<file path="src/rtl/core/itps_pkg.sv">
// ----------------------------------------------------------------------------
// itps_pkg: shared types and constants of the inertia tensor block
// Field widths, sum slot codes, the job that travels from front to back,
// and the state type of the scaling sequencer.
// ----------------------------------------------------------------------------
package itps_pkg;

	localparam int COORD_W   = 24;               // Q12.12 coordinate
	localparam int OFS_W     = COORD_W + 1;      // exact vertex - centre
	localparam int PROD_W    = 2 * OFS_W;        // exact Q26.24 product
	localparam int SUM_W     = 64;               // Q40.24 sum / result
	localparam int MASS_W    = 32;               // Q16.16 mass
	localparam int CNT_W     = 13;               // vertex count
	localparam int NUM_SUMS  = 6;
	localparam int SLOT_W    = 3;
	localparam int REG_IDX_W = 2;

	// scaled product: |S| (63 bits) times mass, then the 2^16 of the divisor
	localparam int MPROD_W    = SUM_W - 1 + MASS_W;
	localparam int MASS_FRAC  = 16;
	localparam int DIVIDEND_W = MPROD_W - MASS_FRAC;
	localparam int DIV_CNT_W  = $clog2(DIVIDEND_W + 1);

	// sum slots and tensor entries share one order
	localparam logic [SLOT_W-1:0] IDX_XX = 3'd0;
	localparam logic [SLOT_W-1:0] IDX_YY = 3'd1;
	localparam logic [SLOT_W-1:0] IDX_ZZ = 3'd2;
	localparam logic [SLOT_W-1:0] IDX_XY = 3'd3;
	localparam logic [SLOT_W-1:0] IDX_XZ = 3'd4;
	localparam logic [SLOT_W-1:0] IDX_YZ = 3'd5;

	// configuration register indexes
	localparam logic [REG_IDX_W-1:0] REG_CENTRE_X   = 2'd0;
	localparam logic [REG_IDX_W-1:0] REG_CENTRE_Y   = 2'd1;
	localparam logic [REG_IDX_W-1:0] REG_CENTRE_Z   = 2'd2;
	localparam logic [REG_IDX_W-1:0] REG_TOTAL_MASS = 2'd3;

	localparam logic [MASS_W-1:0] MASS_RESET = 32'h0001_0000;

	typedef logic [NUM_SUMS-1:0][SUM_W-1:0] sums_t;

	// one finished body, handed from front to back
	typedef struct packed {
		sums_t            sums;
		logic [CNT_W-1:0] count;
		logic             ovf;
	} job_t;

	typedef enum logic [2:0] {
		BK_IDLE,
		BK_PICK,
		BK_ABS,
		BK_MUL,
		BK_ADD,
		BK_DIV,
		BK_SAT,
		BK_DONE
	} back_state_t;

endpackage

</file>
<file path="src/rtl/core/itps_queue.sv">
// ----------------------------------------------------------------------------
// itps_queue: two-entry job queue
// Holds finished bodies between the accumulation front and the scaler.
// ----------------------------------------------------------------------------
module itps_queue (
	input  logic           clk,
	input  logic           arst_n,
	input  logic           push,
	input  itps_pkg::job_t push_job,
	input  logic           pop,
	output logic           head_valid,
	output itps_pkg::job_t head_job,
	output logic [1:0]     fill
);
	import itps_pkg::*;

	job_t       mem_q [2];
	logic       wr_ptr_q, rd_ptr_q;
	logic [1:0] fill_q;

	always_ff @(posedge clk) begin
		if (push) begin
			mem_q[wr_ptr_q] <= push_job;
		end
	end

	always_ff @(posedge clk or negedge arst_n) begin
		if (!arst_n) begin
			wr_ptr_q <= 1'b0;
			rd_ptr_q <= 1'b0;
			fill_q   <= '0;
		end else begin
			if (push) begin
				wr_ptr_q <= ~wr_ptr_q;
			end
			if (pop) begin
				rd_ptr_q <= ~rd_ptr_q;
			end
			fill_q <= fill_q + {1'b0, push} - {1'b0, pop};
		end
	end

	assign head_valid = (fill_q != 2'd0);
	assign head_job   = mem_q[rd_ptr_q];
	assign fill       = fill_q;

`ifndef ASSERT_OFF
	a_no_push_full: assert property (@(posedge clk) disable iff (!arst_n)
		push |-> (fill_q != 2'd2))
		else $error("job pushed into a full queue");
	a_no_pop_empty: assert property (@(posedge clk) disable iff (!arst_n)
		pop |-> (fill_q != 2'd0))
		else $error("job popped from an empty queue");
`endif

endmodule

</file>
<file path="config.mk">
export PLATFORM = sky130hd
export DESIGN_NAME = itps_queue
export DESIGN_NICKNAME = d
export VERILOG_FILES = /design/src/rtl/core/itps_pkg.sv /design/src/rtl/core/itps_queue.sv
export SDC_FILE = /design/constraint.sdc
export NUM_CORES = 1
export LEC_CHECK = 0
export BUFFER_PORTS_ARGS = -buffer_cell sky130_fd_sc_hd__buf_2
export CORE_AREA = 2 2 315 317
export CTS_CLUSTER_SIZE = 10
export DETAILED_ROUTE_END_ITERATION = 10
export DIE_AREA = 0 0 317 319
export GPL_ROUTABILITY_DRIVEN = 0
export MAX_ROUTING_LAYER = met4
export PLACE_DENSITY = 0.51
export RECOVER_POWER = 50
export SYNTH_ARGS = -nofsm -noshare
export SYNTH_HDL_FRONTEND = slang
export SYNTH_SLANG_ARGS = --single-unit
</file>
<file path="constraint.sdc">
create_clock -name clk -period 18.9 [get_ports clk]
set_input_delay 0.945 -clock clk [delete_from_list [all_inputs] [get_ports clk]]
set_output_delay 0.945 -clock clk [all_outputs]
set_load 0.03 [all_outputs]
</file>
==> results.toml, run 1 <==
[power]
p_seq_share_pct = 40.8
power.switching_w = 0.002160
internal-power_w = 0.003909
powerDensity_mw_per_mm2 = 165.3
leakagePower_nw = 13.02
power.ir.vdd_worst_v = 0.0001201
comb_power_share_pct = 33.4
p_clk_share_pct = 25.8
power.switching_fraction_pct = 35.60

[placed_design]
count_of_buffers_from_port_buffering = 802
placement.cell_area_mm2 = 0.03435
place.detailed.hpwl_um = 50290

[global_route]
antenna_found_initial = 33
grt_overflow_total = 0
grt_pass1_wl_um = 99820
grt_pass1_vias = 16180
met1_usage_pct = 13.27
grt_max_degree = 151
most_crowded_layer_after_global_routing = "met2"
groute.layer.met2.usage_pct = 24.16
grt_util_met3_pct = 5.501
overall_routing_resource_usage_pct = 13.89

[sta]
worst_slew_pin_slew_ns = 5.048
grt_setup_unrepaired = "no"
setup-tns-final_ns = 0
report.final.slew_viol_count = 203
setup_viol = 0
period_share_pct = 34.34
slew_headroom_pct = -236.5
worst_clock_skew_ns = 0.01384
period_needed_ns = 6.491
fmaxAchievable_mhz = 154.1
final_hold_viols = 0

[clock_network]
clkTransAtPathRegs_ns = 0.05
clk_root_buffer_cell = "sky130_fd_sc_hd__clkbuf_16"
ctsHtreeMaxLevel = 3
cts.sink_count = 800
clock_path_buffers = 3
cts_inserted_buffers = 93
cts.hold.buffers_added = 0
tritoncts = "yes"
post_cts_sizing_count = 0
cts_post_setup_buffers_inserted = 0
clk_latency_ns = 0.65

[critical_path]
worstPathMaxFanout = 72
rr_startpoint = "wr_ptr_q"
criticalPathCategory = "in2reg"
regToRegEndpoint = "mem_q[0][264]"
worstPathArrival_ns = 6.75
crit_path_start_kind = "input pin"
ff2ff_path_depth = 4
crit_required_ns = 19.16
regToRegSetupSlack_ns = 12.45
cp-end-kind = "register"

[synthesis]
netlist_instances = 1252
postSynthRegisterBits = 800
synth_sequential_area_ratio_pct = 82.95
synth_cell_type_count = 14
synthesis.area_mm2 = 0.02894
ys_warn_count = 0
synth_area_per_cell_um2 = 23.11
synth_net_count = 1656

[detailed_routing]
via_count = 14850
finalWirelength_um = 71610
drt-pass1-iter-count = 4
detail_route.wl_per_cell_um = 20.68
vias_per_cell = 4.290
dr.first_iter.drc_count = 742
drc = 0
route.antenna.remaining_nets = 0

[floorplan]
dieWidth_um = 317
fp.dieH_um = 319
core-area_mm2 = 0.09770
initial_utilization_pct = 29.62
placementRows = 115
io_pins = 803
design.die.area_mm2 = 0.1011

[final_layout]
drive_above_1_share_pct = 41.59
final_area_mm2 = 0.03672
syn2layout_area_growth_pct = 26.89
total_nets_final = 2522

[outcome]
status = "finished with violations"
violations = "max-capacitance violations, max-slew violations"

[flow_run]
maxCapViolCount = 3

[worst_hold_path]
timing.hold.worst.class = "in2async"
==> flip-flops by register name, indices dropped and copies added (netlist names) <==
name	count
mem_q	796
fill	2
rd_ptr_q	1
wr_ptr_q	1
==> cell usage in the layout (no fill, tap or decap), drive strengths merged <==
| cell type | instances |
|---|---|
| edfxtp | 796 |
| buf | 588 |
| mux2 | 398 |
| clkbuf | 335 |
| diode | 30 |
| clkinv | 9 |
| inv | 5 |
| dfrtp | 4 |
| xor2 | 2 |
| ha | 2 |
| bufinv | 2 |
| xor3 | 1 |
| and2 | 1 |
| or2 | 1 |
| nor2b | 1 |
==> synth_stat cells <==
master	n	area, µm²
sky130_fd_sc_hd__ha_1	2	25.02
sky130_fd_sc_hd__mux2_2	198	2230
sky130_fd_sc_hd__xor2_1	2	17.52
sky130_fd_sc_hd__nor2b_1	1	6.260
sky130_fd_sc_hd__or2_2	1	6.260
sky130_fd_sc_hd__mux2_1	200	2252
sky130_fd_sc_hd__dfrtp_1	4	100.1
sky130_fd_sc_hd__buf_6	22	247.7
sky130_fd_sc_hd__inv_1	2	7.510
sky130_fd_sc_hd__xor3_1	1	23.77
sky130_fd_sc_hd__edfxtp_1	796	23900
sky130_fd_sc_hd__buf_2	21	105.1
sky130_fd_sc_hd__and2_1	1	6.260
sky130_fd_sc_hd__buf_4	1	7.510
==> stage by stage <==
step                      hold WS (ns)  util, %  worst slack, ns  total power (W)  instances
final                           0.1215    37.58            12.41         0.006069       3462
after global routing           0.09177    37.57            11.78         0.006336       3456
after CTS                      0.02097    37.81            13.76         0.006163       3432
after detailed placement        0.5401    35.16            14.48         0.004565       3310
after global placement          0.5342    35.16            14.52         0.004548       3310
after floorplan                 0.4731        -            7.159         0.004089       1252
==> cell families (layout without fill, tap and decap cells) <==
| family | Yosys count | count (layout) | share of synthesized area (%) |
|---|---|---|---|
| xor gates and xnor gates | 3 | 3 | 0.1427 |
| adders and majority gates | 2 | 2 | 0.08646 |
| buffers and inverters | 46 | 939 | 1.271 |
| DFF | 800 | 800 | 82.95 |
| muxes | 398 | 398 | 15.49 |
| other | 0 | 30 | 0 |
| and+or+nand+nor | 3 | 3 | 0.06490 |
==> worst max path at each step <==
stage                         from            end  slack [ns]  cells after the start
final                         push  mem_q[0][264]       12.41                      5
after global routing      wr_ptr_q  mem_q[0][264]       11.78                      4
after CTS                 rd_ptr_q  head_job[322]       13.76                      4
after detailed placement      push  mem_q[0][180]       14.48                      5
after global placement        push  mem_q[0][251]       14.52                      5
after floorplan               push    mem_q[0][0]        7.16                      1
==> metal layers <==
metal	vias up	share of wire [%]	wire, µm
met5	-	0	0
met4	0	3.7	2620
met3	154	10	7151
met2	668	52	37000
met1	7267	35	24830
li1	6763	-	-
==> critical path: stages <==
cell and delay [ns]:
sky130_fd_sc_hd__buf_2 0.12, sky130_fd_sc_hd__nor2b_1 0.76, sky130_fd_sc_hd__clkbuf_1 2.96, sky130_fd_sc_hd__buf_4 0.92, sky130_fd_sc_hd__buf_4 0.87
==> power by group through the flow <==
stage	sequential, W	combinational (W)	clock [W]
4_1_cts	0.00247	0.00207	0.00162
3_3_place_gp	0.00249	0.00206	0
5_1_grt	0.00250	0.00215	0.00169
3_5_place_dp	0.00250	0.00206	0
2_1_floorplan	0.00259	0.00150	0
6_report	0.00247	0.00203	0.00157
==> final cells by class <==
class | count | area (µm²)
sequential | 800 | 24010
clock buffer | 108 | 2405
fill | 9232 | 60980
tap | 1287 | 1610
clock inverter | 14 | 187.7
inverter | 2 | 7.507
antenna | 30 | 75.07
timing repair buffer | 815 | 3859
multi-input combinational | 406 | 4567
Note: power is estimated with default switching activity, not from simulation.
==> run 2, diff against run 1 <==
--- a/config.mk
+++ b/config.mk
@@ -5,14 +5,15 @@
 export SDC_FILE = /design/constraint.sdc
 export NUM_CORES = 1
 export LEC_CHECK = 0
+export ABC_AREA = 1
 export BUFFER_PORTS_ARGS = -buffer_cell sky130_fd_sc_hd__buf_2
-export CORE_AREA = 2 2 315 317
+export CORE_AREA = 2 2 310 312
 export CTS_CLUSTER_SIZE = 10
 export DETAILED_ROUTE_END_ITERATION = 10
-export DIE_AREA = 0 0 317 319
+export DIE_AREA = 0 0 312 314
 export GPL_ROUTABILITY_DRIVEN = 0
 export MAX_ROUTING_LAYER = met4
-export PLACE_DENSITY = 0.51
+export PLACE_DENSITY = 0.53
 export RECOVER_POWER = 50
 export SYNTH_ARGS = -nofsm -noshare
 export SYNTH_HDL_FRONTEND = slang
==> constraint.sdc (replaced) <==
create_clock -name clk -period 5.6 [get_ports clk]
set_input_delay 0.28 -clock clk [delete_from_list [all_inputs] [get_ports clk]]
set_output_delay 0.28 -clock clk [all_outputs]
set_load 0.03 [all_outputs]
==> run 2 against run 1 <==
Effect of this change: the run still ends with max-capacitance violations, max-slew violations left; clock-buffer cell count up 8; highest routed layer unchanged; clock power rose to 3.4 times the previous value; critical path type is now reg2out; global-route usage up 1.4 points; hold slack better by 0.23 ns; via count up 31%; design area up 12%; cell count up 34%; critical path depth down 2; non-clock buffer count up 412; wire length up 4.0%.
==> results.toml, run 2 <==
[outcome]
status = "finished with violations"
violations = "max-capacitance violations, max-slew violations"

[clock_network]
cts.sink_count = 800
clock_path_buffers = 3
cts_inserted_buffers = 93
clkTransAtPathRegs_ns = 0.05
ctsHtreeMaxLevel = 3
clk_root_buffer_cell = "sky130_fd_sc_hd__clkbuf_16"
tritoncts = "yes"
cts_post_setup_buffers_inserted = 0
clk_latency_ns = 0.64

[sta]
period_needed_ns = 3.555
period_share_pct = 63.49
slew_headroom_pct = -69.35
worst_clock_skew_ns = 0.01747
final_hold_viols = 0
worst_case_setup_margin_in_the_final_layout_ns = 2.045
worst_slew_pin_slew_ns = 2.531
report.final.slew_viol_count = 56
grt_setup_unrepaired = "no"
setup_viol = 0
fmaxAchievable_mhz = 281.3

[critical_path]
regToRegEndpoint = "mem_q[0][221]"
timing.critical_path.cells = "buf_12 > o21ai_0 > buf_2"
path_buf_inv = 2
rr_startpoint = "wr_ptr_q"
crit_required_ns = 5.32
ff2ff_path_depth = 3
crit_path_max_incr_delay_ns = 1.00
worstPathMaxFanout = 234
cp-end-kind = "primary output"
regToRegSetupSlack_ns = 2.14
crit_path_start_kind = "register"
worstPathArrival_ns = 3.28
critPathSlowestCell = "sky130_fd_sc_hd__dfrtp_4"
critical_path.top_delay_family = "flip-flops"
criticalPathCategory = "reg2out"

[synthesis]
synth_sequential_area_ratio_pct = 80.66
synth_area_per_cell_um2 = 14.15
synth_cell_type_count = 15
yosys.area.top_type = "sky130_fd_sc_hd__edfxtp_1"
synth_net_count = 2507
synth_enable_flop_cells = 796
synthesis.area_mm2 = 0.02976
synth_most_common_cell = "sky130_fd_sc_hd__edfxtp_1"
yosysTopAreaCellShare_pct = 80.33
synth_async_sr_flop_share_pct = 0.5000
ys_warn_count = 0
synth_area_leaders = "sky130_fd_sc_hd__edfxtp_1, sky130_fd_sc_hd__inv_1, sky130_fd_sc_hd__nand2_1, sky130_fd_sc_hd__o21ai_0, sky130_fd_sc_hd__o21ai_1"
synth-main-ff-cell = "sky130_fd_sc_hd__edfxtp_1"
netlist_instances = 2103
synth.top_cells.by_count = "sky130_fd_sc_hd__edfxtp_1, sky130_fd_sc_hd__inv_1, sky130_fd_sc_hd__nand2_1"
postSynthRegisterBits = 800

[power]
finalPower_w = 0.02173
internal-power_w = 0.01304
power.switching_w = 0.008690
p_clk_share_pct = 24.5
leakagePower_nw = 16.77
power.ir.vdd_worst_v = 0.0004232
p_seq_share_pct = 38.0
powerDensity_mw_per_mm2 = 526.3
comb_power_share_pct = 37.5
power.switching_fraction_pct = 39.98

[detailed_routing]
drc = 0
finalWirelength_um = 74490
dr.first_iter.drc_count = 1337
route.antenna.remaining_nets = 0
detail_route.wl_per_cell_um = 16.04
vias_per_cell = 4.177
via_count = 19400
drt-pass1-iter-count = 5

[global_route]
grt_max_degree = 248
grt_pass1_vias = 19170
overall_routing_resource_usage_pct = 15.29
grt_pass1_wl_um = 110900
antenna_found_initial = 12
grt_overflow_total = 0

[final_layout]
final_area_mm2 = 0.04130
register_with_the_most_flip_flops = "mem_q"
drive_above_1_share_pct = 20.30
final_common_cell = "sky130_fd_sc_hd__edfxtp_1"
final_cell_mix = "sky130_fd_sc_hd__edfxtp_1, sky130_fd_sc_hd__buf_2, sky130_fd_sc_hd__nand2_1"
multiInputGateArea_mm2 = 0.003563
syn2layout_area_growth_pct = 38.78
n_fill_cell = 8820
total_nets_final = 3740
largest_register_ff_count = 796
area.sequential_mm2 = 0.02401

[floorplan]
design.die.area_mm2 = 0.09797
initial_utilization_pct = 31.51
fp.dieH_um = 314
io_pins = 803
placementRows = 113
core-area_mm2 = 0.09445
dieWidth_um = 312

[placed_design]
place.detailed.hpwl_um = 50320
count_of_buffers_from_port_buffering = 802
placement.cell_area_mm2 = 0.03497
dp_worst_setup_slack_ns = 2.749

[flow_run]
maxCapViolCount = 2

[worst_hold_path]
hold_end = "mem_q[1][123]"
timing.hold.worst.class = "in2reg"
hold_path_depth = 2
hold_path_startpoint = "push_job[123]"
## run 2: cell types whose count changed after synthesis, sizes merged
cell	previous run	this run
and2	1	0
nor2	0	1
nor2b	1	0
or2	1	0
buf	44	51
inv	2	405
nand3	0	1
mux2	398	0
o21ai	0	398
nand2	0	405
xor3	1	0
clkbuf	0	38
## run 2: stage by stage
stage          util (%)  hold WS [ns]  cells  setup TNS [ns]
6_report          43.72        0.3557   4644               0
5_1_grt           43.72        0.3094   4644               0
4_1_cts           44.04        0.2785   4634               0
3_5_place_dp      37.03        0.1033   4104               0
3_3_place_gp      37.03        0.1023   4104               0
2_1_floorplan         -      -0.01559   2103         -965.63
## run 2: kinds of logic after synthesis
logic type / synth area share, %
flops: 80.66
compound gates: 6.694
simple gates: 5.138
buf+inv: 7.362
fa+ha+maj: 0.08408
xor+xnor: 0.05888
## run 2: worst max path at each step
stage | startpoint | slack (ns) | depth (start not counted) | to
2_1_floorplan | wr_ptr_q | -1.27 | 2 | mem_q[1][0]
3_3_place_gp | rd_ptr_q | 2.78 | 3 | head_job[262]
3_5_place_dp | rd_ptr_q | 2.75 | 3 | head_job[262]
4_1_cts | rd_ptr_q | 2.01 | 3 | head_job[262]
5_1_grt | wr_ptr_q | 1.79 | 3 | mem_q[0][198]
6_report | rd_ptr_q | 2.04 | 3 | head_job[215]
## run 2: what timing repair did
item | CTS | global route
hold buffers | 402 | 0
setup endpoints to repair | 0 | 0
endpoints found under the hold margin | 803 | 0
resized for setup | 0 | 0
## run 2: power groups by stage
stage / Combinational (W) / Sequential [W] / Clock, W
after floorplan: 0.00561 / 0.00856 / 0
after global placement: 0.00804 / 0.00837 / 0
after detailed placement: 0.00807 / 0.00839 / 0
after CTS: 0.00832 / 0.00827 / 0.00551
after global routing: 0.00876 / 0.00838 / 0.00572
final: 0.00815 / 0.00826 / 0.00532
## run 2: layer usage
| layer | GRT usage (%) | share of wire (%) | vias to the layer above |
|---|---|---|---|
| met4 | 6.119 | 3.1 | 0 |
| met5 | - | 0 | - |
| li1 | - | - | 9582 |
| met1 | 16.63 | 38 | 9005 |
| met3 | 5.105 | 8.3 | 127 |
| met2 | 25.77 | 50 | 682 |
## run 2: area by class of cell
type                       count  area share [%]
antenna                       10         0.06060
clock buffer                 116           5.948
clock inverter                12          0.3484
inverter                     405           3.684
multi-input combinational    809           8.629
sequential                   800           58.13
tap                         1265           3.833
timing repair buffer        1227           19.36
## run 2: worst reg2reg max path, delay by kind of cell, from the launching register on
family	cells	cell delay (ns)
buffers and inverters	2	0.78
and+or+nand+nor	1	1.86
DFF	1	0.40
==> run 3, diff against run 2 <==
==> constraint.sdc (replaced) <==
create_clock -name clk -period 3 [get_ports clk]
set_input_delay 0.15 -clock clk [delete_from_list [all_inputs] [get_ports clk]]
set_output_delay 0.15 -clock clk [all_outputs]
set_load 0.03 [all_outputs]
==> run 3 against run 2 <==
Effect of this change: the run still ends with max-capacitance violations, max-slew violations left; die area did not move; design area increased by 0.50%; clock power up 80%; hold slack worse by 0.13 ns; cell count up 0.65%; clock-buffer cell count fell by 5; sequential power is 86% higher; critical path depth increased by 2; worst setup slack got worse by 1.8 ns; register-to-register slack got worse by 1.9 ns; global-route usage grew 0.71 points.
==> results.toml, run 3 (synthesis results as in run 2) <==
[worst_hold_path]
hold_end = "mem_q[0][81]"
timing.hold.worst.class = "in2reg"
hold_path_startpoint = "push_job[81]"
hold_path_depth = 2

[detailed_routing]
via_count = 19710
detail_route.wl_per_cell_um = 16.70
route.antenna.remaining_nets = 0
drc = 0
vias_per_cell = 4.217
dr.first_iter.drc_count = 1272
drt-pass1-iter-count = 7
finalWirelength_um = 78040

[clock_network]
clock_path_buffers = 3
tritoncts = "yes"
clk_root_buffer_cell = "sky130_fd_sc_hd__clkbuf_16"
ctsHtreeMaxLevel = 3
clk_latency_ns = 0.65
cts_inserted_buffers = 91
clkTransAtPathRegs_ns = 0.06
post_cts_sizing_count = 0
cts.sink_count = 800

[floorplan]
design.die.area_mm2 = 0.09797
dieWidth_um = 312
io_pins = 803
core-area_mm2 = 0.09445
fp.dieH_um = 314
initial_utilization_pct = 31.51
placementRows = 113

[outcome]
status = "finished with violations"
violations = "max-capacitance violations, max-slew violations"

[critical_path]
criticalPathCategory = "reg2out"
crit_required_ns = 2.85
regToRegSetupSlack_ns = 0.25
rr_startpoint = "wr_ptr_q"
cp-end-kind = "primary output"
worstPathMaxFanout = 57
worstPathArrival_ns = 2.62
ff2ff_path_depth = 4
regToRegEndpoint = "mem_q[1][162]"
crit_path_start_kind = "register"

[power]
finalPower_w = 0.04069
power.switching_fraction_pct = 40.24
p_seq_share_pct = 37.8
comb_power_share_pct = 38.6
power.switching_w = 0.01638
internal-power_w = 0.02432
powerDensity_mw_per_mm2 = 980.5
p_clk_share_pct = 23.6
power.ir.vdd_worst_v = 0.0007907
leakagePower_nw = 16.83

[flow_run]
maxCapViolCount = 2

[sta]
fmaxAchievable_mhz = 361.2
report.final.slew_viol_count = 107
grt_setup_unrepaired = "no"
period_needed_ns = 2.769
slew_headroom_pct = -10.88
period_share_pct = 92.29
worst_slew_pin_slew_ns = 1.663
worst_clock_skew_ns = 0.02142
setup_viol = 0
final_hold_viols = 0

[global_route]
grt_pass1_vias = 19770
antenna_found_initial = 15
grt_pass1_wl_um = 115200
overall_routing_resource_usage_pct = 15.99
grt_max_degree = 130
grt_overflow_total = 0

[placed_design]
place.detailed.hpwl_um = 55150
count_of_buffers_from_port_buffering = 802
place.detailed.instances = 4137

[final_layout]
drive_above_1_share_pct = 20.21
final_cell_mix = "sky130_fd_sc_hd__edfxtp_1, sky130_fd_sc_hd__buf_2, sky130_fd_sc_hd__inv_1, sky130_fd_sc_hd__nand2_1, sky130_fd_sc_hd__dlygate4sd3_1"
layout.cells.non_filler = 4674
register_with_the_most_flip_flops = "mem_q"
largest_register_ff_count = 796
total_nets_final = 3772
final_common_cell = "sky130_fd_sc_hd__edfxtp_1"
syn2layout_area_growth_pct = 39.47
[run 3: cell count changes in the layout (fill, tap and decap cells not counted), sizes merged]
cell	delta
clkbuf	+31
diode	+5
buf	-2
bufinv	-2
inv	-2
[run 3: how the worst max path moves through the flow]
stage             start             to  slack, ns
6_report       rd_ptr_q  head_job[140]       0.23
5_1_grt        rd_ptr_q  head_job[140]       0.06
4_1_cts        rd_ptr_q  head_job[140]       0.06
3_5_place_dp   rd_ptr_q  head_job[140]       0.82
3_3_place_gp   rd_ptr_q  head_job[140]       0.87
2_1_floorplan  wr_ptr_q    mem_q[1][0]      -3.87
[run 3: layer usage]
metal	vias to the layer above	share of wire (%)	track usage (%)
met3	121	8.3	5.184
li1	9656	-	-
met1	9226	38	17.15
met5	-	0	-
met2	709	51	27.69
met4	0	2.8	5.726
[run 3: power by group through the flow]
stage / registers (W) / logic (W) / clock network (W)
2_1_floorplan: 0.0160 / 0.0105 / 0
3_3_place_gp: 0.0156 / 0.0155 / 0
3_5_place_dp: 0.0156 / 0.0155 / 0
4_1_cts: 0.0154 / 0.0160 / 0.00994
5_1_grt: 0.0156 / 0.0169 / 0.0104
6_report: 0.0154 / 0.0157 / 0.00960
[run 3: final cells by class]
type | instances | area (µm²)
inverter | 405 | 1521
clock buffer | 111 | 2395
timing repair buffer | 1261 | 8312
clock inverter | 8 | 81.33
sequential | 800 | 24010
antenna | 15 | 37.54
multi-input combinational | 809 | 3566
tap | 1265 | 1583
fill | 8787 | 52940
[run 3: critical path, stage by stage (launching register included)]
cell and delay [ns]:
sky130_fd_sc_hd__dfrtp_4 0.75, sky130_fd_sc_hd__buf_12 0.30, sky130_fd_sc_hd__buf_4 0.31, sky130_fd_sc_hd__nand2_1 0.08, sky130_fd_sc_hd__o21ai_0 0.17, sky130_fd_sc_hd__buf_2 0.28
[run 3: metrics by stage]
stage	setup TNS, ns	util, %	area, µm²	hold slack [ns]	worst slack [ns]
2_1_floorplan	-3035.23	-	29770	-0.1456	-3.867
3_3_place_gp	0	37.44	35360	-0.02985	0.8717
3_5_place_dp	0	37.44	35360	-0.02981	0.8183
4_1_cts	0	44.32	41860	0.1340	0.06038
5_1_grt	0	43.94	41500	0.1777	0.06318
6_report	0	43.94	41500	0.2243	0.2313
[run 3: repair_timing]
item	CTS	global route
endpoints found under the setup margin	0	1
buffers inserted	0	1
hold buffers	402	0
hold endpoints to repair	812	0
